`src/hw/rtl/sws_pkg.sv`:
```
// Package with the result codes, parse modes, character constants and shared types.
`timescale 1ns / 1ps
`default_nettype none
package sws_pkg;

    localparam logic [1:0] KIND_CHAR    = 2'd0;
    localparam logic [1:0] KIND_ARG_END = 2'd1;
    localparam logic [1:0] KIND_CMD_OK  = 2'd2;
    localparam logic [1:0] KIND_CMD_ERR = 2'd3;

    localparam logic [2:0] MODE_START  = 3'd0;
    localparam logic [2:0] MODE_UNQ    = 3'd1;
    localparam logic [2:0] MODE_UNQ_ESC = 3'd2;
    localparam logic [2:0] MODE_SQ     = 3'd3;
    localparam logic [2:0] MODE_DQ     = 3'd4;
    localparam logic [2:0] MODE_DQ_ESC = 3'd5;

    localparam logic [7:0] CH_NUL    = 8'h00;
    localparam logic [7:0] CH_SQUOTE = 8'h27;
    localparam logic [7:0] CH_DQUOTE = 8'h22;
    localparam logic [7:0] CH_BSLASH = 8'h5C;
    localparam logic [7:0] CH_BTICK  = 8'h60;
    localparam logic [7:0] CH_DOLLAR = 8'h24;
    localparam logic [7:0] CH_NL     = 8'h0A;
    localparam logic [7:0] CH_SPACE  = 8'h20;
    localparam logic [7:0] CH_TAB    = 8'h09;
    localparam logic [7:0] CH_CR     = 8'h0D;

    typedef struct packed {
        logic [1:0] kind;
        logic [7:0] ch;
        logic       last;
    } res_t;

    // Decoded byte: how many results it causes, the results themselves and the next parse mode.
    typedef struct packed {
        logic [1:0] cnt;
        res_t       r0;
        res_t       r1;
        logic [2:0] next_mode;
    } dec_t;

endpackage
`default_nettype wire

```
`src/hw/rtl/sws_decode.sv`:
```
// Combinational decoder: parse mode and one byte give the next mode and up to two results.
`timescale 1ns / 1ps
`default_nettype none
module sws_decode (
    input  wire logic [2:0]    mode,
    input  wire logic [7:0]    in_char,
    output sws_pkg::dec_t      dec
);

    logic       is_blank;
    logic       dq_special;
    logic [2:0] m;

    function automatic sws_pkg::res_t mk(input logic [1:0] kind, input logic [7:0] ch);
        sws_pkg::res_t r;
        r.kind = kind;
        r.ch   = (kind == sws_pkg::KIND_CHAR) ? ch : 8'h00;
        r.last = 1'b0;
        return r;
    endfunction

    assign is_blank = (in_char == sws_pkg::CH_SPACE) ||
                      ((in_char >= sws_pkg::CH_TAB) && (in_char <= sws_pkg::CH_CR));
    assign dq_special = (in_char == sws_pkg::CH_BSLASH) || (in_char == sws_pkg::CH_DQUOTE) ||
                        (in_char == sws_pkg::CH_BTICK) || (in_char == sws_pkg::CH_DOLLAR) ||
                        (in_char == sws_pkg::CH_NL);
    // Unused mode codes behave as the between-arguments mode.
    assign m = (mode > sws_pkg::MODE_DQ_ESC) ? sws_pkg::MODE_START : mode;

    always_comb begin
        dec.cnt       = 2'd0;
        dec.r0        = mk(sws_pkg::KIND_CHAR, 8'h00);
        dec.r1        = mk(sws_pkg::KIND_CHAR, 8'h00);
        dec.next_mode = m;
        unique case (m)
            sws_pkg::MODE_UNQ_ESC, sws_pkg::MODE_DQ_ESC: begin
                if (in_char == sws_pkg::CH_NUL) begin
                    dec.cnt       = 2'd1;
                    dec.r0        = mk(sws_pkg::KIND_CMD_ERR, 8'h00);
                    dec.next_mode = sws_pkg::MODE_START;
                end else if (m == sws_pkg::MODE_UNQ_ESC) begin
                    dec.cnt       = 2'd1;
                    dec.r0        = mk(sws_pkg::KIND_CHAR, in_char);
                    dec.next_mode = sws_pkg::MODE_UNQ;
                end else begin
                    dec.next_mode = sws_pkg::MODE_DQ;
                    if (dq_special) begin
                        dec.cnt = 2'd1;
                        dec.r0  = mk(sws_pkg::KIND_CHAR, in_char);
                    end else begin
                        dec.cnt = 2'd2;
                        dec.r0  = mk(sws_pkg::KIND_CHAR, sws_pkg::CH_BSLASH);
                        dec.r1  = mk(sws_pkg::KIND_CHAR, in_char);
                    end
                end
            end
            sws_pkg::MODE_SQ, sws_pkg::MODE_DQ: begin
                if (in_char == sws_pkg::CH_NUL) begin
                    dec.cnt       = 2'd2;
                    dec.r0        = mk(sws_pkg::KIND_ARG_END, 8'h00);
                    dec.r1        = mk(sws_pkg::KIND_CMD_OK, 8'h00);
                    dec.next_mode = sws_pkg::MODE_START;
                end else if (m == sws_pkg::MODE_SQ && in_char == sws_pkg::CH_SQUOTE) begin
                    dec.next_mode = sws_pkg::MODE_UNQ;
                end else if (m == sws_pkg::MODE_DQ && in_char == sws_pkg::CH_DQUOTE) begin
                    dec.next_mode = sws_pkg::MODE_UNQ;
                end else if (m == sws_pkg::MODE_DQ && in_char == sws_pkg::CH_BSLASH) begin
                    dec.next_mode = sws_pkg::MODE_DQ_ESC;
                end else begin
                    dec.cnt = 2'd1;
                    dec.r0  = mk(sws_pkg::KIND_CHAR, in_char);
                end
            end
            default: begin
                if (in_char == sws_pkg::CH_NUL) begin
                    dec.next_mode = sws_pkg::MODE_START;
                    if (m == sws_pkg::MODE_UNQ) begin
                        dec.cnt = 2'd2;
                        dec.r0  = mk(sws_pkg::KIND_ARG_END, 8'h00);
                        dec.r1  = mk(sws_pkg::KIND_CMD_OK, 8'h00);
                    end else begin
                        dec.cnt = 2'd1;
                        dec.r0  = mk(sws_pkg::KIND_CMD_OK, 8'h00);
                    end
                end else if (is_blank) begin
                    dec.next_mode = sws_pkg::MODE_START;
                    if (m == sws_pkg::MODE_UNQ) begin
                        dec.cnt = 2'd1;
                        dec.r0  = mk(sws_pkg::KIND_ARG_END, 8'h00);
                    end
                end else if (in_char == sws_pkg::CH_SQUOTE) begin
                    dec.next_mode = sws_pkg::MODE_SQ;
                end else if (in_char == sws_pkg::CH_DQUOTE) begin
                    dec.next_mode = sws_pkg::MODE_DQ;
                end else if (in_char == sws_pkg::CH_BSLASH) begin
                    dec.next_mode = sws_pkg::MODE_UNQ_ESC;
                end else begin
                    dec.cnt       = 2'd1;
                    dec.r0        = mk(sws_pkg::KIND_CHAR, in_char);
                    dec.next_mode = sws_pkg::MODE_UNQ;
                end
            end
        endcase
        dec.r0.last = (dec.cnt == 2'd1);
        dec.r1.last = 1'b1;
    end

endmodule
`default_nettype wire

```
`src/hw/rtl/sws_emit.sv`:
```
// Result register that holds one decoded byte and hands out its one or two results in order.
`timescale 1ns / 1ps
`default_nettype none
module sws_emit (
    input  wire logic          aclk,
    input  wire logic          aresetn,
    input  wire logic          load,
    input  wire sws_pkg::dec_t dec,
    output logic               can_load,
    output logic               m_valid,
    input  wire logic          m_ready,
    output logic [1:0]         m_kind,
    output logic [7:0]         m_out_char,
    output logic               m_last
);

    logic [1:0]    cnt_reg, cnt_next;
    sws_pkg::res_t res0_reg, res0_next;
    sws_pkg::res_t res1_reg, res1_next;
    logic          take;

    assign m_valid    = (cnt_reg != 2'd0);
    assign take       = m_valid && m_ready;
    assign can_load   = (cnt_reg == 2'd0) || ((cnt_reg == 2'd1) && m_ready);
    assign m_kind     = res0_reg.kind;
    assign m_out_char = res0_reg.ch;
    assign m_last     = res0_reg.last;

    always_comb begin
        cnt_next  = cnt_reg;
        res0_next = res0_reg;
        res1_next = res1_reg;
        if (take) begin
            cnt_next  = cnt_reg - 2'd1;
            res0_next = res1_reg;
        end
        // A byte that causes no result only moves the parse mode.
        if (load && (dec.cnt != 2'd0)) begin
            cnt_next  = dec.cnt;
            res0_next = dec.r0;
            res1_next = dec.r1;
        end
    end

    always_ff @(posedge aclk) begin
        if (!aresetn) begin
            cnt_reg <= 2'd0;
        end else begin
            cnt_reg <= cnt_next;
        end
        res0_reg <= res0_next;
        res1_reg <= res1_next;
    end

    a_cnt_range: assert property (@(posedge aclk) disable iff (!aresetn)
        cnt_reg != 2'd3) else $error("result count out of range");

    a_first_of_two_not_last: assert property (@(posedge aclk) disable iff (!aresetn)
        (cnt_reg == 2'd2) |-> !res0_reg.last) else $error("first of two results flagged last");

    a_single_is_last: assert property (@(posedge aclk) disable iff (!aresetn)
        (cnt_reg == 2'd1) |-> res0_reg.last) else $error("final result not flagged last");

    a_second_follows: assert property (@(posedge aclk) disable iff (!aresetn)
        (take && cnt_reg == 2'd2) |=> m_valid) else $error("second result lost");

    a_load_only_when_free: assert property (@(posedge aclk) disable iff (!aresetn)
        (load && dec.cnt != 2'd0) |-> can_load) else $error("result register overwritten");

endmodule
`default_nettype wire

```
`src/hw/rtl/shell_word_splitter_core.sv`:
```
// Top level of the shell word splitter: input register, parse mode register and result stage.
`timescale 1ns / 1ps
`default_nettype none
// Splits a command line, one byte per transaction and byte 0 ending the command, into
// argument characters, argument ends and one command-end result (ok or error) per command.
// A byte is held in an input register, decoded against the parse mode and loaded into the
// result register; a new byte is taken every cycle while results are taken downstream and
// no byte causes two. A byte with two results (an argument end with a command end, or a kept
// backslash inside double quotes) holds the result register until its second result is taken.
// The input register takes one more byte while a result waits downstream.
module shell_word_splitter_core (
    input  wire logic       aclk,
    input  wire logic       aresetn,
    input  wire logic       s_valid,
    output logic            s_ready,
    input  wire logic [7:0] s_in_char,
    output logic            m_valid,
    input  wire logic       m_ready,
    output logic [1:0]      m_kind,
    output logic [7:0]      m_out_char,
    output logic            m_last
);

    logic          in_valid_reg, in_valid_next;
    logic [7:0]    in_char_reg;
    logic [2:0]    mode_reg, mode_next;
    logic          can_load;
    logic          load;
    sws_pkg::dec_t dec;

    assign load    = in_valid_reg && can_load;
    assign s_ready = !in_valid_reg || can_load;

    sws_decode u_decode (
        .mode    (mode_reg),
        .in_char (in_char_reg),
        .dec     (dec)
    );

    sws_emit u_emit (
        .aclk       (aclk),
        .aresetn    (aresetn),
        .load       (load),
        .dec        (dec),
        .can_load   (can_load),
        .m_valid    (m_valid),
        .m_ready    (m_ready),
        .m_kind     (m_kind),
        .m_out_char (m_out_char),
        .m_last     (m_last)
    );

    always_comb begin
        in_valid_next = in_valid_reg;
        if (load) begin
            in_valid_next = 1'b0;
        end
        if (s_valid && s_ready) begin
            in_valid_next = 1'b1;
        end
        mode_next = load ? dec.next_mode : mode_reg;
    end

    always_ff @(posedge aclk) begin
        if (!aresetn) begin
            in_valid_reg <= 1'b0;
            mode_reg     <= sws_pkg::MODE_START;
        end else begin
            in_valid_reg <= in_valid_next;
            mode_reg     <= mode_next;
        end
        if (s_valid && s_ready) begin
            in_char_reg <= s_in_char;
        end
    end

endmodule
`default_nettype wire
```
`config.mk`:
```
export PLATFORM = sky130hd
export DESIGN_NAME = shell_word_splitter_core
export DESIGN_NICKNAME = d
export VERILOG_FILES = /design/src/hw/rtl/sws_pkg.sv /design/src/hw/rtl/sws_decode.sv /design/src/hw/rtl/sws_emit.sv /design/src/hw/rtl/shell_word_splitter_core.sv
export SDC_FILE = /design/constraint.sdc
export NUM_CORES = 1
export LEC_CHECK = 0
export ABC_AREA = 1
export BUFFER_PORTS_ARGS = -buffer_cell sky130_fd_sc_hd__buf_2
export CORE_AREA = 2 2 64 72
export DETAILED_ROUTE_END_ITERATION = 7
export DIE_AREA = 0 0 66 74
export GPL_ROUTABILITY_DRIVEN = 0
export PLACE_DENSITY = 0.68
export SYNTH_ARGS = -nofsm -noshare
export SYNTH_HDL_FRONTEND = slang
export SYNTH_SLANG_ARGS = --single-unit
```
`constraint.sdc`:
```
create_clock -name aclk -period 6.4 [get_ports aclk]
set_clock_uncertainty 0.2 [all_clocks]
set_input_delay 0 -clock aclk [delete_from_list [all_inputs] [get_ports aclk]]
set_output_delay 0 -clock aclk [all_outputs]
set_load 0.02 [all_outputs]
```
* Word-level counts from Yosys, hierarchy flattened *
Index checks and enable logic that the tools add are counted.

storage, ports and cells
  register bits after elaboration = 35
  bits of input ports = 12
  word-level logic and storage cells = 91

operators by class
  $add $sub $neg = 1
  $lt $le $gt $ge = 3
  equality and inequality tests = 14
  mux-type cells = 39
  reductions and logical operators = 25

operators by type and width
  cell                                                               number
  two-way mux 13 bit                                                 11
  two-way mux 11 bit                                                 7
  one-hot mux 27 bit (2 select lines)                                1
  two-way mux 12 bit                                                 3
  two-way mux 3 bit                                                  11
  == test 8 x 6 -> 1 bit, second input constant                      4
  == test 8 x 7 -> 1 bit, second input constant                      2
  logical AND 1 bit                                                  9
  two-way mux 9 bit                                                  1
  == test 8 x 4 -> 1 bit, second input constant                      1
  greater-or-equal comparator 8 x 4 -> 1 bit, second input constant  1
  <= comparator 8 x 4 -> 1 bit, second input constant                1
  zero test 8 bit                                                    1
  nonzero test 2 bit                                                 4
  logical OR 1 bit                                                   7
  == test 3 x 2 -> 1 bit, second input constant                      2
  == test 3 bit, second input constant                               2
  two-way mux 2 bit                                                  3
  == test 2 x 1 -> 1 bit, second input constant                      2
  OR reduction 2 bit                                                 2
  == test 3 x 1 -> 1 bit, second input constant                      1
  > comparator 3 bit, second input constant                          1
  zero test 2 bit                                                    1
  two-way mux 1 bit                                                  2
  2 further kinds                                                    2

* Longest topological paths before layout *
  depth in word-level cells = 12
  depth in mapped cells = 16
  gate-level depth less buffers = 15

* Modules after synthesis *
From an unflattened synthesis, not the netlist that was laid out.

unflattened totals
  cell total of the unflattened synthesis = 268
  area, all modules = 2,172.1 sq um

by module, submodules not included
  module                    instances  cells each  area an instance (sq um)
  sws_emit                  1          85          996.0
  sws_decode                1          149         765.7
  shell_word_splitter_core  1          34          410.4

* Least setup slack after synthesis *
No wires, ideal clock.

  kind = reg2reg
  from = reg in_char_reg[1]
  to = reg u_emit.res0_reg (netlist bit u_emit.m_kind[0]), enable pin
  setup time = 0.339 ns
  data arrival time = 1.759 ns
  slack = 4.102 ns
  cell stages (with the launch flop) = 14
  buffers on the path = 0
  period minus slack after synthesis = 2.298 ns
  path through = edfxtp_1 > nor2_2 > nand2_4 > nor2_4 > inv_1 > nand2_1 > nand2_1 > nand2_1 > nand2_1 > nand3_1 > nand2_2 > nand2_8 > nor2_1 > inv_1

on the way
  cells in the longest elaborated chain, start to end = 12
  elaborated cells between the ends (all ways) = 35
  classes of those cells = order compare: 2; eq/ne: 7; mux: 13; reduce/logical: 13

RTL lines
  item                                                                                                RTL line                        RTL
  from (decl)                                                                                         shell_word_splitter_core.sv:25  logic [7:0] in_char_reg;
  from (signal assigned)                                                                              shell_word_splitter_core.sv:73  in_char_reg <= s_in_char;
  parallel branches: the longest is 8 deep, another holds greater-or-equal comparator 8 x 4 -> 1 bit  --
  one-hot mux 27 bit (2 select lines) *                                                               sws_decode.sv:35                unique case (m)
  nonzero test 2 bit *                                                                                sws_emit.sv:38                  if (load && (dec.cnt != 2'd0)) begin
  logical AND 1 bit *                                                                                 sws_emit.sv:38
  nonzero test 2 bit (no source line) *                                                               --
  to (signal assigned)                                                                                sws_emit.sv:51                  res0_reg <= res0_next;
  to (decl)                                                                                           sws_emit.sv:18                  sws_pkg::res_t res0_reg, res0_next;

Mark *: on every way between the ends.
A chain may end at the register's enable or synchronous reset.

* Final worst setup path *
  from = reg in_char_reg[1]
  to = reg u_emit.cnt_reg[1]

on the way
  cells in the longest elaborated chain, start to end = 12
  elaborated cells between the ends (all ways) = 36
  classes of those cells = order compare: 2; eq/ne: 7; mux: 14; reduce/logical: 13

RTL lines
  item                                                                                                RTL line          RTL
  parallel branches: the longest is 8 deep, another holds greater-or-equal comparator 8 x 4 -> 1 bit  --
  one-hot mux 27 bit (2 select lines) *                                                               sws_decode.sv:35
  nonzero test 2 bit                                                                                  sws_emit.sv:38
  logical AND 1 bit                                                                                   sws_emit.sv:38
  two-way mux 2 bit or nonzero test 2 bit (tied branches)                                             --
  to (signal assigned)                                                                                sws_emit.sv:49    cnt_reg <= cnt_next;
  to (decl)                                                                                           sws_emit.sv:17    logic [1:0] cnt_reg, cnt_next;

Marked as above.

==> impl_metrics.ini <==
[pwr]
p_sw_w = 0.0002363
p_comb_share_pct = 31.6
p_leak_nw = 1.115
power_density_mw_per_mm2 = 281.9
total_power_w = 0.0006810
worst_ir_drop_vdd_uv = 131.0
p_seq_share_pct = 46.4
clkPwrFrac_pct = 22.0
p_int_w = 0.0004447
swShare_pct = 34.70

[critical_path]
worstSetupPathType = flip-flop to flip-flop
crit_path_cell_trace = nor2_2 > nand2_4 > nor2_8 > inv_8 > nand2_4 > nor2_4 > nand3_4 > o21ai_2 > nand2_4 > nand2_8 > nor2_1 > nor2_1 > nor2_1 > dlygate4sd3_1
crit_arrival_ps = 2700
path_max_fanout = 15
max_stage_delay_ps = 540
startpoint_type = flip-flop
end_kind = flip-flop
critical_path.slowest_cell = dlygate4sd3_1
reg2reg_depth = 14
cp.required_ps = 6430
r2r_slack_ps = 3730
r2r-end = u_emit.cnt_reg[1]
r2r_start = in_char_reg[1]

[drt]
first_pass_iters = 4
via_count = 1581
drt_wl_total_microns = 3667
wl_per_cell_microns = 10.98
antenna_left = 0
via_per_inst = 4.734
drtIter0Drc = 69
remaining_drc_errors = 0

[cells_and_area]
layout_commonest_cell = nand2_1
fin_nets = 293
drive_gt1_share_pct = 27.50
fin_area_sq_mm = 0.002416
layout-area-overhead-vs-synth_pct = 18.61
final_cell_mix = nand2_1, nor2_1, inv_1, edfxtp_1, buf_2
largest_register_ffs = 9
antenna_cells = 0
num-fill-cells = 381

[synth]
ys_seq_area_share_pct = 47.17
synth_top_family_by_area = simple AND/OR/NAND/NOR gates
synth.distinct_cells = 29
synth-adder-area-share_pct = 1.229
synth_xor_area_share_pct = 0
synth_flop_cell = edfxtp_1
synth_warnings = 0
ys_top_cells_by_area = edfxtp_1, nand2_1, nor2_1, dfxtp_1, inv_1
syn-num-nets = 250
netlist.area_leader.share_pct = 41.28
synthSimpleGateAreaFrac_pct = 34.21
netlist_instances = 236
muxShareOfSynthArea_pct = 0
synth_edf_count = 28
yosys.area.top_type = edfxtp_1
async_flop_share_pct = 0
syn-cell-area_sq_mm = 0.002037
synth_compound_area_share_pct = 9.152
postSynthAreaPerCell_sq_um = 8.631
synth-seq-cells = 34

[grt]
antenna_found_initial = 0
grt_pass1_vias = 1466
grt_pass1_wl_microns = 6216
grt_max_degree = 16
grt-ovfl-total = 0
grt_usage_pct = 17.10

[worst_hold_path]
hold_depth = 6
min_to = u_emit.cnt_reg[0]
min_path_type = primary input to flip-flop
holdCritStartpoint = m_ready

[timing]
slew_violations = 0
tns_ps = 0
rsz0062_at_grt = false
hold_violations = 0
timing.final.crit_share_pct = 41.67
max_freq_mhz = 375.0
setup_slack_ps = 3733
tightest_slew_ps = 460.1
hold_ws_ps = 46.44
min_period_ps = 2667
finalSetupViolations = 0
slew_headroom_pct = 69.07

[floorplanning]
die_h_microns = 74
die_w_microns = 66
start_util_pct = 48.60
io_pins = 25
rows = 25
core-area_sq_mm = 0.004192
dieArea_sq_mm = 0.004884

[clocking]
cts_setup_buffers = 0
cts.sinks = 34
clock_path_buffers = 2
path_clk_slew_ps = 70
ctsResizeCount = 0
cts_root_buf = clkbuf_8
numCtsBuffers = 5
cts_tree = built
insertion_delay_ps = 290
cts_max_level = 2

[outcome]
status = finished, final reports clean

[placement]
place_area_sq_mm = 0.002205
dpl.hpwl_microns = 2885
pre_cts_slack_ps = 3849
portBuffers = 24

[flow_run]
drv_cap = 0
[metal layers]
metal	share of wire, %	GRT usage, %	routed length [microns]
met5	0	0	0
met4	2.2	6.803	82
met3	3.6	4.387	131
met2	48	29.97	1766
met1	46	20.14	1687
[area by class of cell]
class                           instances  area (sq um)  area share [%]
Inverter                               36         147.6           6.111
Sequential cell                        34         960.9           39.77
Clock buffer                            6         72.57           3.004
Clock inverter                          2         8.758          0.3625
Multi-Input combinational cell        165         908.4           37.60
Timing Repair Buffer                   37         250.2           10.36
Tap cell                               54         67.56           2.796
[worst max path at each step]
stage	from	endpoint
after global placement	in_char_reg[1]	u_emit.m_out_char[5]
after CTS	in_char_reg[1]	u_emit.cnt_reg[1]
final	in_char_reg[1]	u_emit.cnt_reg[1]
after floorplan	in_char_reg[1]	u_emit.m_kind[0]
after global routing	in_char_reg[4]	u_emit.cnt_reg[1]
after detailed placement	in_char_reg[7]	u_emit.m_out_char[5]
[synth_stat cells (2+ instances only)]
library cell and count:
nand2_1 46, a21oi_1 11, nand2_4 5, dfxtp_1 6
nor2_4 3, inv_1 28, nand2_2 11, edfxtp_1 28
nor2_2 7, o21ai_0 8, nor2_1 35, nand3_1 10
o21ai_2 7, nand4_1 4, ha_1 2, inv_2 6
nor3_1 7
[power groups by stage]
stage | combinational, W | sequential, W | clock [W]
floorplan | 0.000133 | 0.000349 | 0
CTS | 0.000218 | 0.000316 | 0.000154
detailed placement | 0.000206 | 0.000321 | 0
global route | 0.000242 | 0.000320 | 0.000165
finish | 0.000215 | 0.000316 | 0.000150
global placement | 0.000205 | 0.000319 | 0
[what timing repair did]
item	in CTS	in global routing
endpoints found under the hold margin	14	0
hold buffers	13	0
setup endpoints to repair	0	0
[per-stage QoR]
step,utilization [%],cells
after floorplan,-,236
after global placement,52.60,313
after detailed placement,52.60,313
after CTS,57.64,334
after global routing,57.64,334
final,57.64,334
[worst max-delay path, delay by kind of cell, from the launching register on]
kind                   cells  cell delay [ps]
DFF                        1              500
and+or+nand+nor           11             1230
buffers and inverters      2              600
AOI/OAI and AO/OA          1               90
[logic make-up (layout without fill, tap and decap cells)]
group           count (synthesis)  after routing
compound gates                 30             30
buf+inv                        37             81
simple gates                  133            133
fa+ha+maj                       2              2
flops                          34             34
Note: power is estimated with default switching activity, not from simulation.
